==> src/rtl/assert_macros.svh <==
// Assertion helpers, sampled on clk_i and disabled while rst_ni is low.
`ifndef ASSERT_MACROS_SVH
`define ASSERT_MACROS_SVH

`ifndef SYNTHESIS
`define OCG_ASSERT(lbl, prop, msg) \
  lbl: assert property (@(posedge clk_i) disable iff (!rst_ni) prop) else $error(msg);
`define OCG_NEVER(lbl, cond, msg) \
  lbl: assert property (@(posedge clk_i) disable iff (!rst_ni) !(cond)) else $error(msg);
`else
`define OCG_ASSERT(lbl, prop, msg)
`define OCG_NEVER(lbl, cond, msg)
`endif

`endif

==> src/rtl/ocg_pkg.sv <==
package ocg_pkg;

  localparam int unsigned DIV_NW     = 25;
  localparam int unsigned DIV_DW     = 14;
  localparam int unsigned CFG_IDX_W  = 3;
  localparam int unsigned CFG_DATA_W = 24;

  localparam logic [1:0] MODE_LOAD  = 2'd0;
  localparam logic [1:0] MODE_BUILD = 2'd1;
  localparam logic [1:0] MODE_READ  = 2'd2;
  localparam logic [1:0] MODE_NEW   = 2'd3;

  localparam logic [2:0] ST_OK        = 3'd0;
  localparam logic [2:0] ST_FULL      = 3'd1;
  localparam logic [2:0] ST_EMPTY     = 3'd2;
  localparam logic [2:0] ST_TOO_LARGE = 3'd3;
  localparam logic [2:0] ST_BAD_READ  = 3'd4;

  localparam logic [CFG_IDX_W-1:0] REG_CELL_SIZE = 3'd0;
  localparam logic [CFG_IDX_W-1:0] REG_PADDING   = 3'd1;
  localparam logic [CFG_IDX_W-1:0] REG_GROUND    = 3'd2;
  localparam logic [CFG_IDX_W-1:0] REG_BAND_LOW  = 3'd3;
  localparam logic [CFG_IDX_W-1:0] REG_BAND_HIGH = 3'd4;
  localparam logic [CFG_IDX_W-1:0] REG_RADIUS    = 3'd5;
  localparam logic [CFG_IDX_W-1:0] REG_OCC_CODE  = 3'd6;
  localparam logic [CFG_IDX_W-1:0] REG_FREE_CODE = 3'd7;

  localparam logic signed [23:0] POS24 = 24'sh7FFFFF;
  localparam logic signed [23:0] NEG24 = 24'sh800000;

  typedef struct packed {
    logic [1:0]         mode;
    logic signed [23:0] point_x_mm;
    logic signed [23:0] point_y_mm;
    logic signed [23:0] point_z_mm;
    logic [7:0]         cell_col;
    logic [7:0]         cell_row;
  } in_t;

  typedef struct packed {
    logic signed [7:0]  cell_value;
    logic [8:0]         grid_cols;
    logic [8:0]         grid_rows;
    logic signed [23:0] origin_x_mm;
    logic signed [23:0] origin_y_mm;
    logic [2:0]         status;
  } out_t;

  typedef struct packed {
    logic signed [23:0] x;
    logic signed [23:0] y;
  } pt_t;

endpackage

==> src/rtl/ocg_isqrt.sv <==
module ocg_isqrt import ocg_pkg::*; #(
  parameter int unsigned OW = 10
) (
  input  logic            clk_i,
  input  logic            rst_ni,
  input  logic            start_i,
  input  logic [2*OW-1:0] val_i,
  output logic            done_o,
  output logic [OW-1:0]   root_o
);
  logic [OW-1:0]   m_q, r_q, t;
  logic [2*OW-1:0] val_q, sq;
  logic            done_q;

  // one root bit a cycle, MSB first
  always_comb begin
    t  = r_q | m_q;
    sq = (2*OW)'(t) * (2*OW)'(t);
  end

  always_ff @(posedge clk_i or negedge rst_ni) begin
    if (!rst_ni) begin
      m_q    <= '0;
      done_q <= 1'b0;
    end else begin
      done_q <= 1'b0;
      if (start_i) begin
        m_q <= {1'b1, {(OW-1){1'b0}}};
      end else if (m_q != '0) begin
        m_q <= m_q >> 1;
        if (m_q[0]) done_q <= 1'b1;
      end
    end
  end

  always_ff @(posedge clk_i) begin
    if (start_i) begin
      r_q   <= '0;
      val_q <= val_i;
    end else if (m_q != '0 && sq <= val_q) begin
      r_q <= t;
    end
  end

  assign done_o = done_q;
  assign root_o = r_q;

endmodule

==> config.mk <==
export PLATFORM = sky130hd
export DESIGN_NAME = ocg_isqrt
export DESIGN_NICKNAME = d
export VERILOG_FILES = /design/src/rtl/assert_macros.svh /design/src/rtl/ocg_pkg.sv /design/src/rtl/ocg_isqrt.sv
export SDC_FILE = /design/constraint.sdc
export NUM_CORES = 1
export LEC_CHECK = 0
export BUFFER_PORTS_ARGS = -buffer_cell sky130_fd_sc_hd__clkbuf_2
export CAP_MARGIN = 20
export CORE_ASPECT_RATIO = 1.25
export CORE_MARGIN = 4
export CORE_UTILIZATION = 56
export CTS_CLUSTER_DIAMETER = 80
export CTS_CLUSTER_SIZE = 8
export DETAILED_ROUTE_END_ITERATION = 6
export GPL_ROUTABILITY_DRIVEN = 0
export MAX_ROUTING_LAYER = met4
export PLACE_DENSITY = 0.78
export SLEW_MARGIN = 20
export SYNTH_ARGS = -nofsm -noshare
export SYNTH_HDL_FRONTEND = slang
export SYNTH_SLANG_ARGS = --single-unit
==> constraint.sdc <==
create_clock -name clk_i -period 7 [get_ports clk_i]
set_input_delay 1.4 -clock clk_i [delete_from_list [all_inputs] [get_ports clk_i]]
set_output_delay 1.4 -clock clk_i [all_outputs]
set_load 0.02 [all_outputs]
; Word-level counts from Yosys, hierarchy flattened
; Index checks and enable logic that the tools add are counted.
[word_totals]
reg_bits = 41
out_inout_bits = 11
wordCells = 15
[op_classes]
multipliers = 1
magnitude_cmp = 1
n_mux = 5
bitwise_logic = 1
reduce_logical = 3
[ops]
columns = operator, count
row1 = $le A20 B20 Y1, 1
row2 = $mul A10 B10 Y20, 1
row3 = $mux W10, 2
row4 = $or A10 B10 Y10, 1
row5 = $reduce_bool A10 Y1, 1
row6 = $mux W1, 3
row7 = $reduce_bool A2 Y1, 1
row8 = $logic_and A1 B1 Y1, 1

; Logic depth before layout (Yosys ltp)
[depth]
depth_word = 4
ltp_mapped = 29
depth_no_buf = 28

; Least setup slack after synthesis
; OpenSTA, ideal clock, no wires.
[synth_path]
kind = register -> register
startpoint = register r_q[7], in the netlist root_o[7]
endpoint = register r_q[1], in the netlist root_o[1]
setup_ns = 0.086
arrival_time_ns = 6.551
t_required_ns = 6.914
path_slack_ns = 0.363
stages_incl_launch_ff = 26
path_buffers = 0
period_less_slack_ns = 6.637
path_cell_list = dfxtp_1 > nor2_1 > clkinv_1 > nand2_1 > fa_1 > fa_1 > inv_1 > fa_1 > fa_1 > inv_1 > fa_1 > inv_1 > ha_1 > nand2_1 > nor3_1 > a2111oi_0 > nand2_2 > mux2i_1 > a2111oi_2 > ha_1 > nand4_1 > nor4_1 > a221oi_1 > nand3_1 > o21a_1 > a211oi_1
[synth_between]
elab_chain_len = 4
[synth_rtl]
columns = element, line
row1 = from (decl), ocg_isqrt.sv:11  ; logic [OW-1:0] m_q, r_q, t;
row2 = from (signal assigned), ocg_isqrt.sv:41  ; r_q <= t;
row3 = $or A10 B10 Y10, ocg_isqrt.sv:17  ; t = r_q | m_q;
row4 = net t[7], ocg_isqrt.sv:11
row5 = $mul A10 B10 Y20, ocg_isqrt.sv:18  ; sq = (2*OW)'(t) * (2*OW)'(t);
row6 = $le A20 B20 Y1, ocg_isqrt.sv:40  ; end else if (m_q != '0 && sq <= val_q) begin
row7 = $logic_and A1 B1 Y1, ocg_isqrt.sv:40
; The timed path passes the listed nets, and every way through them passes these cells.
; A chain may end at the register's enable or synchronous reset.

; Worst setup path in the final report
[layout_path]
startpoint = register m_q[7]
endpoint = register r_q[8], in the netlist root_o[8]
[layout_between]
elab_chain_len = 4
elab_cells_between_ends = 5
[layout_rtl]
columns = element, line
row1 = from (decl), ocg_isqrt.sv:11
row2 = from (signal assigned), ocg_isqrt.sv:28  ; m_q <= {1'b1, {(OW-1){1'b0}}};
row3 = from (signal assigned), ocg_isqrt.sv:30  ; m_q <= m_q >> 1;
row4 = $or A10 B10 Y10, ocg_isqrt.sv:17
row5 = net t[7], ocg_isqrt.sv:11
row6 = $mul A10 B10 Y20, ocg_isqrt.sv:18
row7 = $le A20 B20 Y1, ocg_isqrt.sv:40
row8 = $logic_and A1 B1 Y1, ocg_isqrt.sv:40
; The timed path passes the listed nets, and every way through them passes these cells.

==> metrics.txt <==
register area=0.00108 mm^2; Overall Global Routing Usage=23.3%; Routed WL=10.4 mm; Worst Path Buf+Inv=6; drt drc=0; Netlist cell types=50; Syn Nets=632; TritonCTS clock tree=built; Pwr Density=115 mW/mm^2; Die X=89.0 um; design area=0.00514 mm^2; Req. time, crit path=7.20 ns; status=finished clean; area of the multi-input gates=0.00320 mm^2; Post-synth EDFFs=20; Mapped Cells=497; Die H=109 um; asr flop ratio synth=26.8%; Mapped Area=0.00459 mm^2; # setup viols final=0; post-synthesis sequential area ratio=23.4%; Crit path largest cell delay=0.55 ns; Site Rows=36; clock skew=0.00728 ns; minimum clock period=6.75 ns; layout cells sized above 1=16.1%; DR WL/cell=16.4 um; Clk Latency, worst-skew pair=0.30 ns; final hold viol count=0; startpoint types=register; max_cap viols=0; synthesis-to-finish area growth=11.9%; CP Max Fanout=8; f_max=148 MHz; core area=0.00788 mm^2; dpl hpwl=8.43 mm; Slew HR=35.9%; Slew Viols, Final=0; period utilization=96.4%; leakage=2.75 nW; FILL cells=631; VDD IR max=0.152 mV; Ports=34; mean post-synth cell area=9.23 um^2; antenna fix cells=0; port bufs=33; initial antenna violation count=0; setup ws final=0.254 ns; Vias/cell=5.71; first-pass GRT wire length=16.9 mm; Die ar.=0.00972 mm^2; Worst-Margin Slew=0.961 ns; Clock transition at path regs=0.07 ns; Final Core Density=65.2%; largest net degree at the start of global routing=42; Yosys top cell area share=20.5%; placed instance area=0.00490 mm^2; Starting Density=58.2%; cell taking the most area after synthesis=fa_1; DR vias=3619; Setup TNS=0 ns; Starting DRT DRC Count=208; total power=0.592 mW; CP max-delay cell=fa_1; net count reported at finish=673; WS Path Type=register to register; vias in the first global route=3744; yosys warns=0; CTS H-tree lvls=2; dpl ws=-0.129 ns; CTS Root Cell=clkbuf_8; most used cell, CP=fa_1; clk buf depth=2; Inserted Clock Buffers=5; Yosys reg bits=41; CP top delay family=adder cells; Synth area leaders=fa_1 21%, ha_1 18%, edfxtp_1 13%, inv_1 7.9%, dfrtp_1 6.0%; ANT nets after route=0; endpoint class of the critical path=register; # hold bufs at CTS=0; CP arrival=6.95 ns; Min-Delay Path Class=register to register; first-pass iteration count of the detailed router=5; grt ovf=0; clk sinks=41; Primary FF master, synth=edfxtp_1
[sequential cells by signal, summed over array words and instances (netlist names)]
signal,flops
val_q,20
m_q,10
root_o,10
done_o,1
[synthesized netlist by cell type, types with 3 or more instances]
cell type / number
mux2i_1: 3
nor4_1: 5
inv_1: 97
nand2_1: 42
a221oi_1: 3
clkbuf_1: 11
edfxtp_1: 20
a211oi_1: 10
or2_1: 4
xnor2_1: 12
nor3_1: 9
dfxtp_1: 10
dfrtp_1: 11
o21ai_0: 6
fa_1: 47
a21oi_1: 22
xor2_1: 6
or2_2: 5
nor2b_1: 14
a31oi_1: 3
nand3_1: 9
nor2_1: 44
a21o_1: 4
nand4_1: 5
ha_1: 65
[cells by family after synthesis]
family	synth area share, %
and+or+nand+nor	15.1
adders and majority gates	38.2
xor gates and xnor gates	3.44
DFF	23.4
muxes	0.900
AOI/OAI and AO/OA	9.49
buffers and inverters	9.43
[cell usage in the layout (no fill, tap or decap), drive strengths merged, types with 3 or more instances in the layout]
cell type,netlist,layout
a21o,4,4
nand3,9,9
o21ai,7,7
nor2b,14,14
dfrtp,11,11
xnor2,12,12
edfxtp,20,20
nand4,5,5
a31oi,3,3
or2,10,10
inv,98,99
buf,1,13
dfxtp,10,10
ha,65,65
mux2i,3,3
a211oi,10,10
nor2,44,44
fa,47,47
nor4,5,5
xor2,6,6
a221oi,3,3
clkbuf,11,40
nand2,43,43
a21oi,22,22
nor3,9,9
[final timing paths]
kind / start / to / slack [ns] / cells past startpoint
setup / recovery: m_q[7]$_DFFE_PN0P_ / root_o[8]$_SDFFE_PP0P_ / 0.25 / 26
hold / removal: root_o[3]$_SDFFE_PP0P_ / root_o[3]$_SDFFE_PP0P_ / 0.48 / 2
setup reg to reg: m_q[7]$_DFFE_PN0P_ / root_o[8]$_SDFFE_PP0P_ / 0.25 / 26
hold reg to reg: root_o[3]$_SDFFE_PP0P_ / root_o[3]$_SDFFE_PP0P_ / 0.48 / 2
max in group asynchronous: rst_ni / m_q[2]$_DFFE_PN0P_ / 5.81 / 1
min in group asynchronous: rst_ni / done_o$_DFF_PN0_ / 0.97 / 1
[worst register-to-register path, cell delays in order (launching register included)]
cell and delay [ns]:
dfrtp_1 0.41, nor2_2 0.12, clkinv_1 0.13, buf_4 0.19, nand2_1 0.10, inv_1 0.07
fa_1 0.48, fa_1 0.55, inv_1 0.06, fa_1 0.54, inv_1 0.06, fa_1 0.41
ha_1 0.29, ha_2 0.33, a21o_1 0.24, a2111oi_2 0.40, nand2_2 0.14, mux2i_1 0.15
a2111oi_2 0.36, ha_1 0.31, nand4_1 0.20, buf_4 0.15, nor2_1 0.05, a22oi_1 0.17
nand3_1 0.18, o21a_2 0.31, a211oi_2 0.26
[metal layers]
metal  track usage, %  vias to the layer above  wire [um]
met2             38.6                      118       5400
met5                -                        -          0
met3             3.70                       36        484
met4             10.4                        0        408
met1             27.9                     1754       4120
li1                 -                     1711          -
[power breakdown]
group	switching, mW	total [mW]	internal (mW)
Clock	0.0798	0.169	0.0890
Sequential	0.00548	0.271	0.266
Combinational	0.0916	0.152	0.0605
[area by class of cell]
cell class,count,area share [%]
clock buffers,7,1.88
well taps,95,2.31
multi-input cells,344,62.2
repair buffers,46,5.12
inverters,100,7.41
clock inverters,1,0.0974
flip-flops and latches,41,21.0
[what timing repair did]
item / CTS / global route
pin swaps: 0 / 7
endpoints found under the setup margin: 10 / 10
gates resized for setup: 6 / 22
setup buffers: 0 / 2
[per-stage QoR]
stage	std cells	hold WS [ns]
2_1_floorplan	497	0.478
3_3_place_gp	624	0.460
3_5_place_dp	624	0.470
4_1_cts	632	0.482
5_1_grt	634	0.516
6_report	634	0.482
Note: power is estimated with default switching activity, not from simulation.
