$ cat src/rtl/assert_macros.svh
// Assertion helpers, sampled on clk_i and disabled while rst_ni is low.
`ifndef ASSERT_MACROS_SVH
`define ASSERT_MACROS_SVH

`ifndef SYNTHESIS
`define OCG_ASSERT(lbl, prop, msg) \
  lbl: assert property (@(posedge clk_i) disable iff (!rst_ni) prop) else $error(msg);
`define OCG_NEVER(lbl, cond, msg) \
  lbl: assert property (@(posedge clk_i) disable iff (!rst_ni) !(cond)) else $error(msg);
`else
`define OCG_ASSERT(lbl, prop, msg)
`define OCG_NEVER(lbl, cond, msg)
`endif

`endif

$ cat src/rtl/ocg_pkg.sv
package ocg_pkg;

  localparam int unsigned DIV_NW     = 25;
  localparam int unsigned DIV_DW     = 14;
  localparam int unsigned CFG_IDX_W  = 3;
  localparam int unsigned CFG_DATA_W = 24;

  localparam logic [1:0] MODE_LOAD  = 2'd0;
  localparam logic [1:0] MODE_BUILD = 2'd1;
  localparam logic [1:0] MODE_READ  = 2'd2;
  localparam logic [1:0] MODE_NEW   = 2'd3;

  localparam logic [2:0] ST_OK        = 3'd0;
  localparam logic [2:0] ST_FULL      = 3'd1;
  localparam logic [2:0] ST_EMPTY     = 3'd2;
  localparam logic [2:0] ST_TOO_LARGE = 3'd3;
  localparam logic [2:0] ST_BAD_READ  = 3'd4;

  localparam logic [CFG_IDX_W-1:0] REG_CELL_SIZE = 3'd0;
  localparam logic [CFG_IDX_W-1:0] REG_PADDING   = 3'd1;
  localparam logic [CFG_IDX_W-1:0] REG_GROUND    = 3'd2;
  localparam logic [CFG_IDX_W-1:0] REG_BAND_LOW  = 3'd3;
  localparam logic [CFG_IDX_W-1:0] REG_BAND_HIGH = 3'd4;
  localparam logic [CFG_IDX_W-1:0] REG_RADIUS    = 3'd5;
  localparam logic [CFG_IDX_W-1:0] REG_OCC_CODE  = 3'd6;
  localparam logic [CFG_IDX_W-1:0] REG_FREE_CODE = 3'd7;

  localparam logic signed [23:0] POS24 = 24'sh7FFFFF;
  localparam logic signed [23:0] NEG24 = 24'sh800000;

  typedef struct packed {
    logic [1:0]         mode;
    logic signed [23:0] point_x_mm;
    logic signed [23:0] point_y_mm;
    logic signed [23:0] point_z_mm;
    logic [7:0]         cell_col;
    logic [7:0]         cell_row;
  } in_t;

  typedef struct packed {
    logic signed [7:0]  cell_value;
    logic [8:0]         grid_cols;
    logic [8:0]         grid_rows;
    logic signed [23:0] origin_x_mm;
    logic signed [23:0] origin_y_mm;
    logic [2:0]         status;
  } out_t;

  typedef struct packed {
    logic signed [23:0] x;
    logic signed [23:0] y;
  } pt_t;

endpackage

$ cat src/rtl/ocg_div.sv
module ocg_div import ocg_pkg::*; (
  input  logic              clk_i,
  input  logic              rst_ni,
  input  logic              start_i,
  input  logic [DIV_NW-1:0] num_i,
  input  logic [DIV_DW-1:0] den_i,
  output logic              done_o,
  output logic [DIV_NW-1:0] quo_o
);
  localparam int unsigned CW = $clog2(DIV_NW + 1);

  logic [CW-1:0]     cnt_q;
  logic              done_q;
  logic [DIV_DW-1:0] rem_q, den_q;
  logic [DIV_NW-1:0] quo_q;
  logic [DIV_DW:0]   sh, diff;
  logic              ge;

  // restoring, one quotient bit a cycle
  always_comb begin
    sh   = {rem_q, quo_q[DIV_NW-1]};
    ge   = sh >= {1'b0, den_q};
    diff = sh - {1'b0, den_q};
  end

  always_ff @(posedge clk_i or negedge rst_ni) begin
    if (!rst_ni) begin
      cnt_q  <= '0;
      done_q <= 1'b0;
    end else begin
      done_q <= 1'b0;
      if (start_i) begin
        cnt_q <= CW'(DIV_NW);
      end else if (cnt_q != '0) begin
        cnt_q <= cnt_q - 1'b1;
        if (cnt_q == CW'(1)) done_q <= 1'b1;
      end
    end
  end

  always_ff @(posedge clk_i) begin
    if (start_i) begin
      rem_q <= '0;
      quo_q <= num_i;
      den_q <= den_i;
    end else if (cnt_q != '0) begin
      rem_q <= ge ? diff[DIV_DW-1:0] : sh[DIV_DW-1:0];
      quo_q <= {quo_q[DIV_NW-2:0], ge};
    end
  end

  assign done_o = done_q;
  assign quo_o  = quo_q;

endmodule

$ cat config.mk
export PLATFORM = sky130hd
export DESIGN_NAME = ocg_div
export DESIGN_NICKNAME = d
export VERILOG_FILES = /design/src/rtl/assert_macros.svh /design/src/rtl/ocg_pkg.sv /design/src/rtl/ocg_div.sv
export SDC_FILE = /design/constraint.sdc
export NUM_CORES = 1
export LEC_CHECK = 0
export BUFFER_PORTS_ARGS = -buffer_cell sky130_fd_sc_hd__buf_2
export CAP_MARGIN = 10
export CORE_MARGIN = 5
export CORE_UTILIZATION = 25
export DETAILED_ROUTE_END_ITERATION = 6
export PLACE_DENSITY = 0.54
export SYNTH_ARGS = -nofsm -noshare
export SYNTH_HDL_FRONTEND = slang
export SYNTH_SLANG_ARGS = --single-unit
$ cat constraint.sdc
create_clock -name clk_i -period 2.6 [get_ports clk_i]
set_input_delay 0.78 -clock clk_i [delete_from_list [all_inputs] [get_ports clk_i]]
set_output_delay 0.78 -clock clk_i [all_outputs]
set_load 0.02 [all_outputs]
Word-level counts from Yosys, hierarchy flattened --
Index checks and enable logic that the tools add are counted.
Cells by class: equality and inequality tests 1, $add $sub $neg 2, reduce and logical (&&, ||, !) cells 2, order comparisons 1, mux-type cells 8
Operators by type and width (count):
- two-way mux 25 bit | 2
- >= comparator 15 x 14 -> 1 bit | 1
- two-way mux 14 bit | 1
- subtractor 14 bit | 1
- two-way mux 5 bit | 2
- equality test 5 x 1 -> 1 bit, second input constant | 1
- nonzero test 5 bit | 1
- subtractor 5 x 1 -> 5 bit, second input constant | 1
- two-way mux 1 bit | 3
- nonzero test 2 bit | 1
Storage, ports and cells: bits in registers 59, bits of input ports 42, output and inout port bits 26

Depth between registers and ports, before layout --
depth after elaboration 4, depth in mapped cells 10, gate-level depth less buffers 10

Least setup slack after synthesis --
OpenSTA, ideal clock, no wires.
path kind register to register, start register den_q[1], end register quo_q[0] (netlist: quo_o[0]) (data pin), stages on the path, launching flop included 9, arrival 2048 ps, path slack 292 ps, library setup time 260 ps, required time 2340 ps, cell sequence edfxtp_1 -> inv_1 -> ha_1 -> nor2b_1 -> o31ai_1 -> a211oi_2 -> o21ai_4 -> nand2_1 -> mux2_2
On the way: word-level cells in the longest chain between the ends 3
RTL lines:
- start, declared | line ocg_div.sv:14 | logic [DIV_DW-1:0] rem_q, den_q;
- start signal, assigned | line ocg_div.sv:45 | den_q <= den_i;
- >= comparator 15 x 14 -> 1 bit | line ocg_div.sv:22 | ge = sh >= {1'b0, den_q};
- two-way mux 25 bit | line ocg_div.sv:46 | end else if (cnt_q != '0) begin
- two-way mux 25 bit | line ocg_div.sv:42 | if (start_i) begin
- end signal, assigned | line ocg_div.sv:44 | quo_q <= num_i;
- end signal, assigned | line ocg_div.sv:48 | quo_q <= {quo_q[DIV_NW-2:0], ge};
- end, declared | line ocg_div.sv:15 | logic [DIV_NW-1:0] quo_q;
No other way between the ends. The select of a mux whose other input is x is not followed. A chain may end at the register's enable or synchronous reset.

Worst setup path after layout --
start register den_q[5], end register rem_q[13]
On the way: word-level cells in the longest chain between the ends 2, elaborated cells on any way between the ends 3, classes of those cells 1 x add/sub; 1 x order compare; 1 x mux
RTL lines:
- subtractor 14 bit or >= comparator 15 x 14 -> 1 bit (tied branches) | line ocg_div.sv:23, ocg_div.sv:22
- two-way mux 14 bit (*) | line ocg_div.sv:47 | rem_q <= ge ? diff[DIV_DW-1:0] : sh[DIV_DW-1:0];
- end signal, assigned | line ocg_div.sv:47
- end, declared | line ocg_div.sv:14
Mark *: on every way between the ends. The rest lies on a longest branch, timed or not.

==> flow_summary.json <==
{
  "crit_path_max_incr_delay_ns": 0.42,
  "end_kind": "flop",
  "required_ns": 2.80,
  "nNetsFinal": 440,
  "ys_top_cells_by_area": "edfxtp_1, mux2_2, dfxtp_1",
  "grt_pass1_wl_um": 14300,
  "cp_slowest_cell": "a2111oi_0",
  "ys_warn_count": 0,
  "cap_violations": 0,
  "timing.rr.start": "den_q[5]",
  "criticalPathCategory": "flop to flop",
  "die-area_um2": 16000,
  "viasPerCell": 4.92,
  "core-area_um2": 13300,
  "dp_cells": 543,
  "highest_layer": "met4",
  "mostFrequentLayoutCells": "buf_2, edfxtp_1, mux2_2",
  "area_delta_synth_final_pct": 26.3,
  "setup_ws_ns": 0.220,
  "finalSetupViolCount": 0,
  "cts.sink_count": 59,
  "fmax_ghz": 0.420,
  "stdcell_count": 560,
  "fp.dieW_um": 127,
  "cp_top_family": "compound AO/OA/AOI/OAI gates",
  "synth-seq-cells": 59,
  "crit_arrival_ns": 2.58,
  "drive_gt1_frac": 0.346,
  "ios": 68,
  "synthesis.area_um2": 3400,
  "crit_path_max_fanout": 6,
  "cellPowerDensity_nw_per_um2": 863,
  "final_common_cell": "buf_2",
  "m1WireLength_um": 3870,
  "antennaDiodeCount": 0,
  "fillCellCount": 1368,
  "outcome": "finished clean",
  "setup_tns_ns": 0,
  "critPathLaunch": "den_q[5]",
  "finalHoldViolCount": 0,
  "wl_per_cell_um": 15.5,
  "cts_root_buf": "clkbuf_16",
  "synth-async-reset-ratio": 0.102,
  "clock_latency_ns": 0.33,
  "min_path_type": "input pin to asynchronous set/reset pin",
  "ir_drop_uv": 387,
  "leakage_nw": 1.78,
  "num_vias": 2754,
  "start_kind": "flop",
  "drt_iter0_drc": 149,
  "yosys.area.top_type": "edfxtp_1",
  "syn-instance-count": 301,
  "grt_pass1_vias": 2894,
  "skew_ns": 0.00848,
  "grt_overflow": 0,
  "ys_types": 64,
  "tritoncts": "built",
  "synth_ff_type": "edfxtp_1",
  "gp_congestion": 0.828,
  "hpwlAfterDp_um": 6370,
  "fin_total_pwr_mw": 3.71,
  "routed-wl-met2_um": 4040,
  "fin_crit_ns": 2.38,
  "numPortBuffers": 67,
  "grt_start_max_net_pins": 35,
  "final.period_utilization": 0.915,
  "drv_slew": 0,
  "synth_edf_count": 39,
  "cts_buffer_depth": 2,
  "dp_slack_ns": 0.124,
  "dr_wl_met3_um": 607,
  "row_count": 42,
  "dr.pass1.iters": 4,
  "path_clk_slew_ns": 0.05,
  "syn_area_per_cell_um2": 11.3,
  "wl_um": 8700,
  "worst_pin_slew_ns": 0.604,
  "drc": 0,
  "synth_fp_nets": 362,
  "path_cells": "inv_1, ha_1, and4_4, nand3_1, a211oi_2, nor4_1, a2111oi_0, o21ai_1",
  "die_y_um": 127,
  "synth_top_area_share": 0.344,
  "htree_levels": 3,
  "initial_utilization": 0.256,
  "slew_headroom": 0.596,
  "synth-seq-area-share": 0.471,
  "rsz0062_at_grt": "false",
  "numCtsBuffers": 9,
  "postRouteAntennaNets": 0,
  "hold_buffers": 0,
  "track_usage": 0.110,
  "crit_buf_inv": 1,
  "grt_antenna_before_repair": 0
}
[where the power goes]
group          switching (mW)  internal (mW)  total, mW  leakage (nW)
combinational           0.785          0.590       1.37          1.06
sequential              0.105           1.16       1.27         0.588
clock                   0.398          0.665       1.06         0.133
[per-stage QoR]
stage                util  instance area, µm²  hold WS (ns)
floorplan               -                3400         0.466
global placement    0.300                3990         0.501
detailed placement  0.300                3990         0.505
CTS                 0.320                4260         0.266
global route        0.323                4290         0.267
finish              0.323                4290         0.273
[what timing repair did]
action	4_1_cts	5_1_grt
gates resized for setup	0	2
endpoints found under the setup margin	0	3
setup buffers	0	1
[worst register-to-register path: cells and delay by family (launching register included)]
| family | cells | cell delay, ns |
|---|---|---|
| AOI/OAI and AO/OA | 3 | 0.93 |
| adders and majority gates | 1 | 0.41 |
| buffers and inverters | 1 | 0.05 |
| DFF | 1 | 0.32 |
| and+or+nand+nor | 3 | 0.54 |
[kinds of logic after synthesis]
group | after synthesis | synth area share
simple gates | 78 | 0.128
compound gates | 76 | 0.177
xor+xnor | 8 | 0.0206
flops | 59 | 0.471
buf+inv | 34 | 0.0420
mux | 27 | 0.0887
fa+ha+maj | 19 | 0.0721
[flip-flops by register name (all words and copies together), names as in the netlist]
signal  cells
quo_o      25
den_q      14
rem_q      14
cnt_q       5
done_o      1
[worst paths after layout]
check                      slack (ns)  cells after the start   endpoint
max                              0.22                      8  rem_q[13]
min                              0.27                      1   cnt_q[0]
max reg2reg                      0.22                      8  rem_q[13]
min reg2reg                      0.51                      2   rem_q[3]
max in group asynchronous        2.18                      1   cnt_q[1]
min in group clk_i               0.51                      2   rem_q[3]
[layer usage]
| layer | up-vias | global-route usage |
|---|---|---|
| met5 | - | 0 |
| met4 | 0 | 0.0473 |
| met3 | 16 | 0.0391 |
| met2 | 95 | 0.176 |
| met1 | 1337 | 0.133 |
| li1 | 1306 | - |
[cell usage after synthesis (2+ instances only)]
| cell | instances |
|---|---|
| o21ai_0 | 6 |
| o21a_1 | 2 |
| buf_2 | 2 |
| a31oi_1 | 2 |
| nand3b_1 | 6 |
| xor2_1 | 4 |
| nand3_1 | 11 |
| o221ai_1 | 2 |
| o211ai_1 | 6 |
| inv_1 | 21 |
| a21oi_1 | 9 |
| nor2_1 | 17 |
| ha_1 | 18 |
| buf_1 | 2 |
| and2_1 | 3 |
| nand4_1 | 2 |
| a211oi_2 | 2 |
| dfrtp_1 | 6 |
| or2_2 | 2 |
| dfxtp_1 | 14 |
| xnor2_1 | 4 |
| a311oi_1 | 8 |
| nand2_1 | 11 |
| nor3_1 | 6 |
| and3_1 | 2 |
| nor3b_1 | 2 |
| a211o_1 | 3 |
| edfxtp_1 | 39 |
| clkbuf_1 | 6 |
| nor2b_1 | 3 |
| nand2b_1 | 4 |
| a21o_1 | 6 |
| a211oi_1 | 2 |
| mux2_2 | 25 |
| o31ai_1 | 5 |
| or3_1 | 3 |
| o21ai_1 | 7 |
| mux2i_1 | 2 |
[layout make-up]
type                    instances  area, µm²  area share
clock buffers                  13        250      0.0583
clock inverters                 3       15.0     0.00350
inverters                      21       78.8      0.0184
multi-input cells             208       1670       0.389
flip-flops and latches         59       1600       0.373
well taps                     176        220      0.0513
repair buffers                 80        458       0.107
Note: power is estimated with default switching activity, not from simulation.
